<file path="src/hdl/adsr_envelope_gain_core_assert.svh">
// assertion macros for the adsr envelope gain core
// expects clock and reset signals in the scope of each use
`ifndef ADSR_ENVELOPE_GAIN_CORE_ASSERT_SVH
`define ADSR_ENVELOPE_GAIN_CORE_ASSERT_SVH
`ifndef SYNTH
`define ADSR_ASSERT_IMPL(lbl, ante, cons) \
   lbl: assert property (@(posedge clock) disable iff (reset) (ante) |-> (cons)) \
      else $error("adsr assertion failed");
`define ADSR_ASSERT_NEXT(lbl, ante, cons) \
   lbl: assert property (@(posedge clock) disable iff (reset) (ante) |=> (cons)) \
      else $error("adsr assertion failed");
`else
`define ADSR_ASSERT_IMPL(lbl, ante, cons)
`define ADSR_ASSERT_NEXT(lbl, ante, cons)
`endif
`endif

</file>
<file path="src/hdl/adsr_pkg.sv">
// shared types and constants for the adsr envelope gain core
// no dependencies
`timescale 1ns / 1ps
package adsr_pkg;

   localparam int TIME_W     = 32;
   localparam int LEN_W      = 16;
   localparam int LVL_W      = 8;
   localparam int RECIP_W    = 25;
   localparam int FRAC_SHIFT = 24;
   localparam int LV16_W     = 16;

   typedef enum logic [1:0] {
      OP_SAMPLE   = 2'd0,
      OP_NOTE_ON  = 2'd1,
      OP_NOTE_OFF = 2'd2
   } op_type;

   typedef enum logic [2:0] {
      PH_ATTACK  = 3'd0,
      PH_DECAY   = 3'd1,
      PH_SUSTAIN = 3'd2,
      PH_RELEASE = 3'd3,
      PH_OFF     = 3'd4
   } phase_type;

   typedef enum logic [2:0] {
      REG_ATTACK_LEN     = 3'd0,
      REG_DECAY_LEN      = 3'd1,
      REG_SUSTAIN_LEVEL  = 3'd2,
      REG_RELEASE_LEN    = 3'd3,
      REG_ATTACK_RECIP   = 3'd4,
      REG_DECAY_RECIP    = 3'd5,
      REG_RELEASE_RECIP  = 3'd6,
      REG_CHANNEL_VOLUME = 3'd7
   } reg_idx_type;

   // which formula produces the level
   typedef enum logic [2:0] {
      SEG_ATTACK,
      SEG_DECAY,
      SEG_SUSTAIN,
      SEG_RELEASE,
      SEG_FULL,
      SEG_ZERO
   } seg_type;

   typedef enum logic [2:0] {
      ST_IDLE,
      ST_SETUP,
      ST_RAMP,
      ST_GAIN,
      ST_OUT
   } st_type;

   typedef struct packed {
      logic [LEN_W-1:0]   attack_len;
      logic [LEN_W-1:0]   decay_len;
      logic [LVL_W-1:0]   sustain_level;
      logic [LEN_W-1:0]   release_len;
      logic [RECIP_W-1:0] attack_recip;
      logic [RECIP_W-1:0] decay_recip;
      logic [RECIP_W-1:0] release_recip;
      logic [LVL_W-1:0]   channel_volume;
   } cfg_type;

   typedef struct packed {
      logic              en;
      logic [TIME_W-1:0] a;
      logic [TIME_W-1:0] b;
   } mul_req_type;

   typedef struct packed {
      logic             release_done;
      phase_type        phase_out;
      logic [LVL_W-1:0] gain;
   } rsp_item_type;

endpackage

</file>
<file path="src/hdl/adsr_mul.sv">
// shared 32 x 32 multiplier, low word of the product, registered
// depends on adsr_pkg
`timescale 1ns / 1ps
module adsr_mul
   import adsr_pkg::*;
(
   input  logic              clock,
   input  mul_req_type       req,
   output logic [TIME_W-1:0] p
);

   logic [TIME_W-1:0] p_ff;
   logic [TIME_W-1:0] p_in;

   // wraps modulo 2^32
   assign p_in = req.a * req.b;

   always_ff @(posedge clock) begin
      if (req.en) begin
         p_ff <= p_in;
      end
   end

   assign p = p_ff;

endmodule

</file>
<file path="src/hdl/adsr_ctl.sv">
// envelope sequencer: note state, phase decisions and multiplier operand steering
// depends on adsr_pkg, adsr_envelope_gain_core_assert.svh
`timescale 1ns / 1ps
`include "adsr_envelope_gain_core_assert.svh"
module adsr_ctl
   import adsr_pkg::*;
(
   input  logic              clock,
   input  logic              reset,
   input  cfg_type           cfg,
   input  logic              start,
   input  logic [1:0]        op,
   input  logic [TIME_W-1:0] now,
   input  logic              slot_free,
   input  logic [TIME_W-1:0] mul_p,
   output logic              ready,
   output mul_req_type       mul_req,
   output logic              res_valid,
   output rsp_item_type      res
);

   st_type            state_ff, state_in;
   phase_type         phase_ff, phase_in;
   seg_type           seg_ff, seg_in;
   logic              done_ff, done_in;
   logic [TIME_W-1:0] start_stamp_ff, start_stamp_in;
   logic [TIME_W-1:0] release_stamp_ff, release_stamp_in;
   logic [TIME_W-1:0] now_ff, now_in;

   logic [TIME_W-1:0] t_el, u_el, alen32, rlen32, vol32, sus32, ad_sum;
   logic [LVL_W-1:0]  ramp;
   logic [LV16_W-1:0] lv16;
   logic              lv_pos;

   always_ff @(posedge clock) begin
      if (reset) begin
         state_ff         <= ST_IDLE;
         phase_ff         <= PH_OFF;
         start_stamp_ff   <= '0;
         release_stamp_ff <= '0;
      end else begin
         state_ff         <= state_in;
         phase_ff         <= phase_in;
         start_stamp_ff   <= start_stamp_in;
         release_stamp_ff <= release_stamp_in;
      end
      seg_ff  <= seg_in;
      done_ff <= done_in;
      now_ff  <= now_in;
   end

   assign t_el   = now_ff - start_stamp_ff;
   assign u_el   = now_ff - release_stamp_ff;
   assign alen32 = TIME_W'(cfg.attack_len);
   assign rlen32 = TIME_W'(cfg.release_len);
   assign vol32  = TIME_W'(cfg.channel_volume);
   assign sus32  = TIME_W'(cfg.sustain_level);
   assign ad_sum = alen32 + TIME_W'(cfg.decay_len);
   assign ramp   = mul_p[TIME_W-1:FRAC_SHIFT];

   always_comb begin
      state_in         = state_ff;
      phase_in         = phase_ff;
      seg_in           = seg_ff;
      done_in          = done_ff;
      start_stamp_in   = start_stamp_ff;
      release_stamp_in = release_stamp_ff;
      now_in           = now_ff;
      mul_req          = '0;
      res_valid        = 1'b0;
      ready            = 1'b0;
      lv16             = '0;
      lv_pos           = 1'b0;
      case (state_ff)
         ST_IDLE: begin
            ready = 1'b1;
            if (start) begin
               now_in  = now;
               done_in = 1'b0;
               case (op_type'(op))
                  OP_NOTE_ON: begin
                     start_stamp_in = now;
                     phase_in       = PH_ATTACK;
                  end
                  OP_NOTE_OFF: begin
                     release_stamp_in = now;
                     phase_in         = PH_RELEASE;
                  end
                  default: ;
               endcase
               state_in = ST_SETUP;
            end
         end
         // pick the segment, first multiply: scale times elapsed or remaining span
         ST_SETUP: begin
            mul_req.en = 1'b1;
            case (phase_ff)
               PH_ATTACK, PH_DECAY, PH_SUSTAIN: begin
                  if (t_el < alen32) begin
                     seg_in    = SEG_ATTACK;
                     mul_req.a = t_el;
                     mul_req.b = vol32;
                  end else if (t_el < ad_sum) begin
                     seg_in    = SEG_DECAY;
                     phase_in  = PH_DECAY;
                     mul_req.a = t_el - alen32;
                     mul_req.b = vol32 - sus32;
                  end else begin
                     seg_in   = SEG_SUSTAIN;
                     phase_in = PH_SUSTAIN;
                  end
               end
               PH_RELEASE: begin
                  if (u_el < rlen32) begin
                     seg_in    = SEG_RELEASE;
                     mul_req.a = rlen32 - u_el;
                     mul_req.b = sus32;
                  end else begin
                     seg_in   = SEG_ZERO;
                     phase_in = PH_OFF;
                     done_in  = 1'b1;
                  end
               end
               default: begin
                  seg_in = SEG_FULL;
               end
            endcase
            state_in = ST_RAMP;
         end
         // second multiply: times the 2^24-scaled reciprocal
         ST_RAMP: begin
            mul_req.en = 1'b1;
            mul_req.a  = mul_p;
            case (seg_ff)
               SEG_ATTACK:  mul_req.b = TIME_W'(cfg.attack_recip);
               SEG_DECAY:   mul_req.b = TIME_W'(cfg.decay_recip);
               SEG_RELEASE: mul_req.b = TIME_W'(cfg.release_recip);
               default:     mul_req.b = '0;
            endcase
            state_in = ST_GAIN;
         end
         // level as 16-bit two's complement, third multiply: volume times level
         ST_GAIN: begin
            case (seg_ff)
               SEG_ATTACK, SEG_RELEASE: lv16 = LV16_W'(ramp);
               SEG_DECAY:   lv16 = LV16_W'(cfg.channel_volume) - LV16_W'(ramp);
               SEG_SUSTAIN: lv16 = LV16_W'(cfg.sustain_level);
               SEG_FULL:    lv16 = LV16_W'(cfg.channel_volume);
               default:     lv16 = '0;
            endcase
            lv_pos     = (lv16 != '0) && !lv16[LV16_W-1];
            mul_req.en = 1'b1;
            mul_req.a  = lv_pos ? TIME_W'(lv16) : '0;
            mul_req.b  = vol32;
            state_in   = ST_OUT;
         end
         ST_OUT: begin
            if (slot_free) begin
               res_valid = 1'b1;
               state_in  = ST_IDLE;
            end
         end
         default: begin
            state_in = ST_IDLE;
         end
      endcase
   end

   assign res.gain         = mul_p[2*LVL_W-1:LVL_W];
   assign res.phase_out    = phase_ff;
   assign res.release_done = done_ff;

   `ADSR_ASSERT_NEXT(a_accept_setup, start && ready, state_ff == ST_SETUP)
   `ADSR_ASSERT_IMPL(a_done_off, res_valid && res.release_done, res.phase_out == PH_OFF)
   `ADSR_ASSERT_NEXT(a_out_hold, (state_ff == ST_OUT) && !slot_free,
                     (state_ff == ST_OUT) && $stable(mul_p))

endmodule

</file>
<file path="src/hdl/adsr_envelope_gain_core.sv">
// top level of the adsr envelope gain core: config registers, result register
// depends on adsr_pkg, adsr_ctl, adsr_mul, adsr_envelope_gain_core_assert.svh
`timescale 1ns / 1ps
//
//  channel  dir  handshake            payload
//  req      in   req_tvalid/tready    tuser: op[1:0]; tdata: now[31:0]
//  rsp      out  rsp_tvalid/tready    tdata: gain[7:0] phase_out[10:8] release_done[11]
//  csr      in   csr_we               csr_addr[2:0], csr_wdata[24:0]
//
//  each item runs from accept to result register through the setup, ramp, gain and output steps:
//  three passes through the one shared 32 x 32 multiplier, the output step and the idle step
//  synchronous active-high reset: phase off, stamps and config registers zero
//  req_tready is high only while the sequencer is idle; an item may be taken
//  while the previous result still waits in the output register
//  a stalled result holds the sequencer in its last step until the slot frees
//
`include "adsr_envelope_gain_core_assert.svh"
module adsr_envelope_gain_core
   import adsr_pkg::*;
(
   input  logic         clock,
   input  logic         reset,
   // request items
   input  logic         req_tvalid,
   output logic         req_tready,
   input  logic [31:0]  req_tdata,   // now[31:0]
   input  logic [1:0]   req_tuser,   // op[1:0]
   // result items
   output logic         rsp_tvalid,
   input  logic         rsp_tready,
   output logic [15:0]  rsp_tdata,   // gain[7:0], phase_out[10:8], release_done[11], zero
   // register writes
   input  logic         csr_we,
   input  logic [2:0]   csr_addr,
   input  logic [24:0]  csr_wdata
);

   cfg_type      cfg_ff, cfg_in;
   logic         rsp_valid_ff, rsp_valid_in;
   rsp_item_type rsp_item_ff, rsp_item_in;

   logic              start;
   logic              slot_free;
   logic              ctl_ready;
   logic              res_valid;
   rsp_item_type      res;
   mul_req_type       mul_req;
   logic [TIME_W-1:0] mul_p;

   // config register file
   always_comb begin
      cfg_in = cfg_ff;
      if (csr_we) begin
         case (reg_idx_type'(csr_addr))
            REG_ATTACK_LEN:     cfg_in.attack_len     = csr_wdata[LEN_W-1:0];
            REG_DECAY_LEN:      cfg_in.decay_len      = csr_wdata[LEN_W-1:0];
            REG_SUSTAIN_LEVEL:  cfg_in.sustain_level  = csr_wdata[LVL_W-1:0];
            REG_RELEASE_LEN:    cfg_in.release_len    = csr_wdata[LEN_W-1:0];
            REG_ATTACK_RECIP:   cfg_in.attack_recip   = csr_wdata[RECIP_W-1:0];
            REG_DECAY_RECIP:    cfg_in.decay_recip    = csr_wdata[RECIP_W-1:0];
            REG_RELEASE_RECIP:  cfg_in.release_recip  = csr_wdata[RECIP_W-1:0];
            REG_CHANNEL_VOLUME: cfg_in.channel_volume = csr_wdata[LVL_W-1:0];
            default: ;
         endcase
      end
   end

   // one-deep result register; refills in the cycle it drains
   assign slot_free    = !rsp_valid_ff || rsp_tready;
   assign rsp_valid_in = res_valid || (rsp_valid_ff && !rsp_tready);
   assign rsp_item_in  = res_valid ? res : rsp_item_ff;

   always_ff @(posedge clock) begin
      if (reset) begin
         cfg_ff       <= '0;
         rsp_valid_ff <= 1'b0;
      end else begin
         cfg_ff       <= cfg_in;
         rsp_valid_ff <= rsp_valid_in;
      end
      rsp_item_ff <= rsp_item_in;
   end

   assign req_tready = ctl_ready;
   assign start      = req_tvalid && ctl_ready;

   adsr_ctl u_ctl (
      .clock     (clock),
      .reset     (reset),
      .cfg       (cfg_ff),
      .start     (start),
      .op        (req_tuser),
      .now       (req_tdata),
      .slot_free (slot_free),
      .mul_p     (mul_p),
      .ready     (ctl_ready),
      .mul_req   (mul_req),
      .res_valid (res_valid),
      .res       (res)
   );

   adsr_mul u_mul (
      .clock (clock),
      .req   (mul_req),
      .p     (mul_p)
   );

   assign rsp_tvalid = rsp_valid_ff;
   assign rsp_tdata  = {4'b0000, rsp_item_ff.release_done, rsp_item_ff.phase_out,
                        rsp_item_ff.gain};

   `ADSR_ASSERT_IMPL(a_no_overwrite, res_valid, !rsp_valid_ff || rsp_tready)
   `ADSR_ASSERT_NEXT(a_busy_after_accept, req_tvalid && req_tready, !req_tready)
   `ADSR_ASSERT_NEXT(a_vol_write, csr_we && (csr_addr == REG_CHANNEL_VOLUME),
                     cfg_ff.channel_volume == $past(csr_wdata[7:0]))

endmodule

</file>
<file path="config.mk">
export PLATFORM = sky130hd
export DESIGN_NAME = adsr_envelope_gain_core
export DESIGN_NICKNAME = d
export VERILOG_FILES = /design/src/hdl/adsr_pkg.sv /design/src/hdl/adsr_mul.sv /design/src/hdl/adsr_ctl.sv /design/src/hdl/adsr_envelope_gain_core.sv
export VERILOG_INCLUDE_DIRS = /design/src /design/src/hdl
export SDC_FILE = /design/constraint.sdc
export NUM_CORES = 2
export LEC_CHECK = 0
export BUFFER_PORTS_ARGS = -buffer_cell sky130_fd_sc_hd__buf_2
export CELL_PAD_IN_SITES_DETAIL_PLACEMENT = 1
export CELL_PAD_IN_SITES_GLOBAL_PLACEMENT = 1
export CORE_MARGIN = 1.5
export CORE_UTILIZATION = 45
export DETAILED_ROUTE_END_ITERATION = 16
export PLACE_DENSITY_LB_ADDON = 0.1
export SYNTH_ARGS = -nofsm -noshare
export SYNTH_HDL_FRONTEND = slang
export SYNTH_SLANG_ARGS = --single-unit
</file>
<file path="constraint.sdc">
create_clock -name clock -period 14 [get_ports clock]
set_input_delay 2.8 -clock clock [delete_from_list [all_inputs] [get_ports clock]]
set_output_delay 2.8 -clock clock [all_outputs]
set_load 0.01 [all_outputs]
</file>
==> summary.md <==
| Metric | Value |
|---|---|
| Wire per inst | `24.0 um` |
| Crit-path slowest cell | `nor2_1` |
| Least-Margin Pin Slew | `between 1 and 1.5 ns` |
| Syn Area/Cell | `8.12 um2` |
| Worst reg2reg endpoint | `u_mul.p[31]` |
| FMAX | `between 70 and 80 MHz` |
| Reg2reg path depth | `57` |
| Synth top area share | `between 20% and 30%` |
| Initial Utilization | `45.5%` |
| Synth Flop Type | `dfxtp_1` |
| Gp weighted congestion | `about 0.96` |
| Final min period | `around 13 ns` |
| Post-route setup TNS | `0 ns` |
| Clock root buffer | `clkbuf_16` |
| Unique masters post-synth | `95` |
| Die footprint | `about 80000 um2` |
| WHS | `approximately 0.45 ns` |
| Crit end category | `flip-flop` |
| TritonCTS clock tree | `done` |
| Clock network power share | `around 36%` |
| Int Power | `approximately 1700 uW` |
| Max-cap violations | `0` |
| Port Buffers | `80` |
| Vias in the first global route | `~32000` |
| Share of cells above drive strength 1 | `7.34%` |
| Die Y-Extent | `about 280 um` |
| CTS Buf Count | `36` |
| Remaining DRCs | `0` |
| Clock slew at reported path FFs | `~0.08 ns` |
| Vias per inst | `5.68` |
| Critical path class | `flip-flop to flip-flop` |
| RR Startpoint | `cfg_ff[123]` |
| Postcts setup bufs | `0` |
| Die width | `~280 um` |
| Top cells by area, synth | `fa_1 (24%), dfxtp_1 (12%), ha_1 (9.6%)` |
| Synthesized flop and latch total | `between 200 and 300` |
| Vias | `just over 30000` |
| RSZ-0062 raised after global routing | `false` |
| Leading area contributor after synthesis | `fa_1` |
| Comb power frac | `roughly 29%` |
| Worst path bufs/invs | `10` |
| Remaining Overflow, GRT | `0` |
| CP most frequent cell | `inv_1` |
| Pin count of the biggest net entering global routing | `84` |
| I/O Pins | `85` |
| First-pass GRT wire length | `approximately 190000 um` |
| Area Growth Syn to Fin | `8.44%` |
| Tot GR Track Use | `roughly a third` |
| Data arrival, critical path | `13.29 ns` |
| Final Hold Viols | `0` |
| Initial antenna violation count | `0` |
| P_leak | `~0.016 uW` |
| Post-synth EDFFs | `80` |
| Syn. warnings | `0` |
| Maximum vdd drop | `approximately 87 uV` |
| Power per Cell Area | `slightly above 70 nW/um2` |
| CTS sink count | `290` |
| PostCTS Resize Cnt | `0` |
| R2R Setup Slk | `approximately 1.1 ns` |
| Synthesized instance count | `~4300` |
| Mapped Area | `34500 um2` |
| Worst path max stage delay | `a little under 0.8 ns` |
| Row count | `~100` |
| H-tree depth | `2` |
| Switch share | `36.4%` |
| Final max-slew violation count | `0` |
| Slew margin rel. | `about 2.2%` |
| Clock Skew | `approximately 0.053 ns` |
| NetSw | `between 900 and 1000 uW` |
| Final worst-path cycle share | `between 90 and 100%` |
| Final setup viols | `0` |
| DP Wirelength | `between 100000 and 150000 um` |
| Starting DRC count in detailed routing | `approximately 2400` |
| Ys async rst share | `0%` |
| Clock Path Buffers | `3` |
| CTS hold repair buffers | `0` |
| Hold Path Origin | `cfg_ff[79]` |
| Drt total wl | `128000 um` |
| CP top delay family | `adder cells` |
| Worst Hold Endpoint | `cfg_ff[79]` |
| Sequential-to-total area share from yosys stat | `a little under a fifth` |
| Worst setup SP type | `flip-flop` |
| Core area | `between 70000 and 80000 um2` |
| Detailed Routing Iterations Pass 1 | `6` |
| Worst Path Required | `between 10 and 15 ns` |
| Seq pwr share | `35.2%` |
| Final ANT Viol Nets | `0` |
| Hold path depth | `2` |
| Maximum fanout along the worst path | `11` |
| Status | `completed` |
| Min-delay worst type | `flip-flop to flip-flop` |
| Worst skew pair latency | `just over 0.6 ns` |
| Post-layout nets | `5029` |
[sequential cells by signal, indices dropped and copies added (netlist names), 3 cells and up]
name	cells
u_ctl.start_stamp_ff	32
u_ctl.now_ff	32
u_ctl.state_ff	3
rsp_tdata	12
u_ctl.release_stamp_ff	32
u_ctl.phase_ff	3
cfg_ff	139
u_mul.p	32
u_ctl.seg_ff	3
[metal layers]
layer,GRT usage (%),wire length (um)
met3,5.04,9260
met5,0,0
met1,46.8,57700
met2,51.1,56000
met4,11.7,5080
[layout by cell type, fill, tap and decap left out, types with 39 or more instances in the layout]
| master | netlist | routed |
|---|---|---|
| a21oi_1 | 361 | 358 |
| nand3_1 | 49 | 49 |
| edfxtp_1 | 80 | 80 |
| xnor2_1 | 118 | 118 |
| nor3_1 | 40 | 39 |
| fa_1 | 415 | 415 |
| inv_1 | 660 | 660 |
| nand2b_1 | 40 | 40 |
| a21o_1 | 54 | 54 |
| ha_1 | 266 | 266 |
| nand2_1 | 730 | 730 |
| buf_2 | 1 | 79 |
| dfxtp_1 | 210 | 210 |
| buf_4 | 5 | 94 |
| nor2_1 | 369 | 365 |
| o21ai_0 | 119 | 118 |
| xor2_1 | 46 | 46 |
[power by group through the flow]
stage	clock [uW]	sequential (uW)	combinational (uW)
finish	970	948	773
global placement	0	964	742
CTS	989	947	754
detailed placement	0	965	749
global route	1020	951	827
floorplan	0	941	484
[final cells by class]
| type | count | area, um2 |
|---|---|---|
| timing repair buffer | 174 | 1110 |
| clock buffer | 49 | 980 |
| multi-input combinational | 3118 | 24800 |
| clock inverter | 16 | 194 |
| sequential | 290 | 6610 |
| tap | 1030 | 1290 |
| inverter | 661 | 2480 |
| antenna | 1 | 2.50 |
| fill | 9268 | 38500 |
[worst max-delay path by stage]
stage	from	end	slack, ns	cells past startpoint
global placement	cfg_ff[123]	u_mul.p[31]	1.33	52
CTS	cfg_ff[123]	u_mul.p[31]	1.11	57
detailed placement	cfg_ff[123]	u_mul.p[31]	1.13	57
global route	cfg_ff[123]	u_mul.p[31]	0.23	57
finish	cfg_ff[123]	u_mul.p[31]	1.07	57
floorplan	cfg_ff[123]	u_mul.p[31]	2.32	54
[tightest hold or removal path, delay by kind of cell, from the launching register on]
kind,cells,cell delay (ns)
flops,1,0.31
compound gates,1,0.05
simple gates,1,0.05
[through the flow]
stage	power, uW	setup slack [ns]	util [%]	instance area (um2)	cells
after global routing	2790	0.229	49.3	37500	5338
after CTS	2690	1.11	49.3	37500	5338
after global placement	1710	1.33	47.8	36300	5273
after floorplan	1430	2.32	-	34600	4255
after detailed placement	1710	1.13	47.8	36300	5273
final	2690	1.07	49.3	37500	5339
[cells in the mapped netlist (19+ instances only)]
cell type / instances
a21o_1: 54
a21oi_1: 361
a22oi_1: 23
and2_1: 35
clkbuf_1: 155
dfxtp_1: 210
edfxtp_1: 80
fa_1: 415
ha_1: 266
inv_1: 660
mux2i_1: 27
nand2_1: 730
nand2b_1: 40
nand3_1: 49
nor2_1: 369
nor2b_1: 32
nor3_1: 40
o21a_1: 26
o21ai_0: 119
o21bai_1: 26
or2_2: 36
or3_1: 19
xnor2_1: 118
xor2_1: 46
[logic make-up (layout without fill, tap and decap cells)]
logic type,after synthesis,in the layout,share of synthesized area [%]
simple gates,1429,1429,17.9
other cells,1,5,0.0109
buf+inv,847,900,9.36
fa+ha+maj,681,681,33.7
flops,290,290,19.1
compound gates,806,806,14.6
mux,28,28,0.815
xor+xnor,170,170,4.55
No activity file was read; power rests on OpenSTA's default activity.
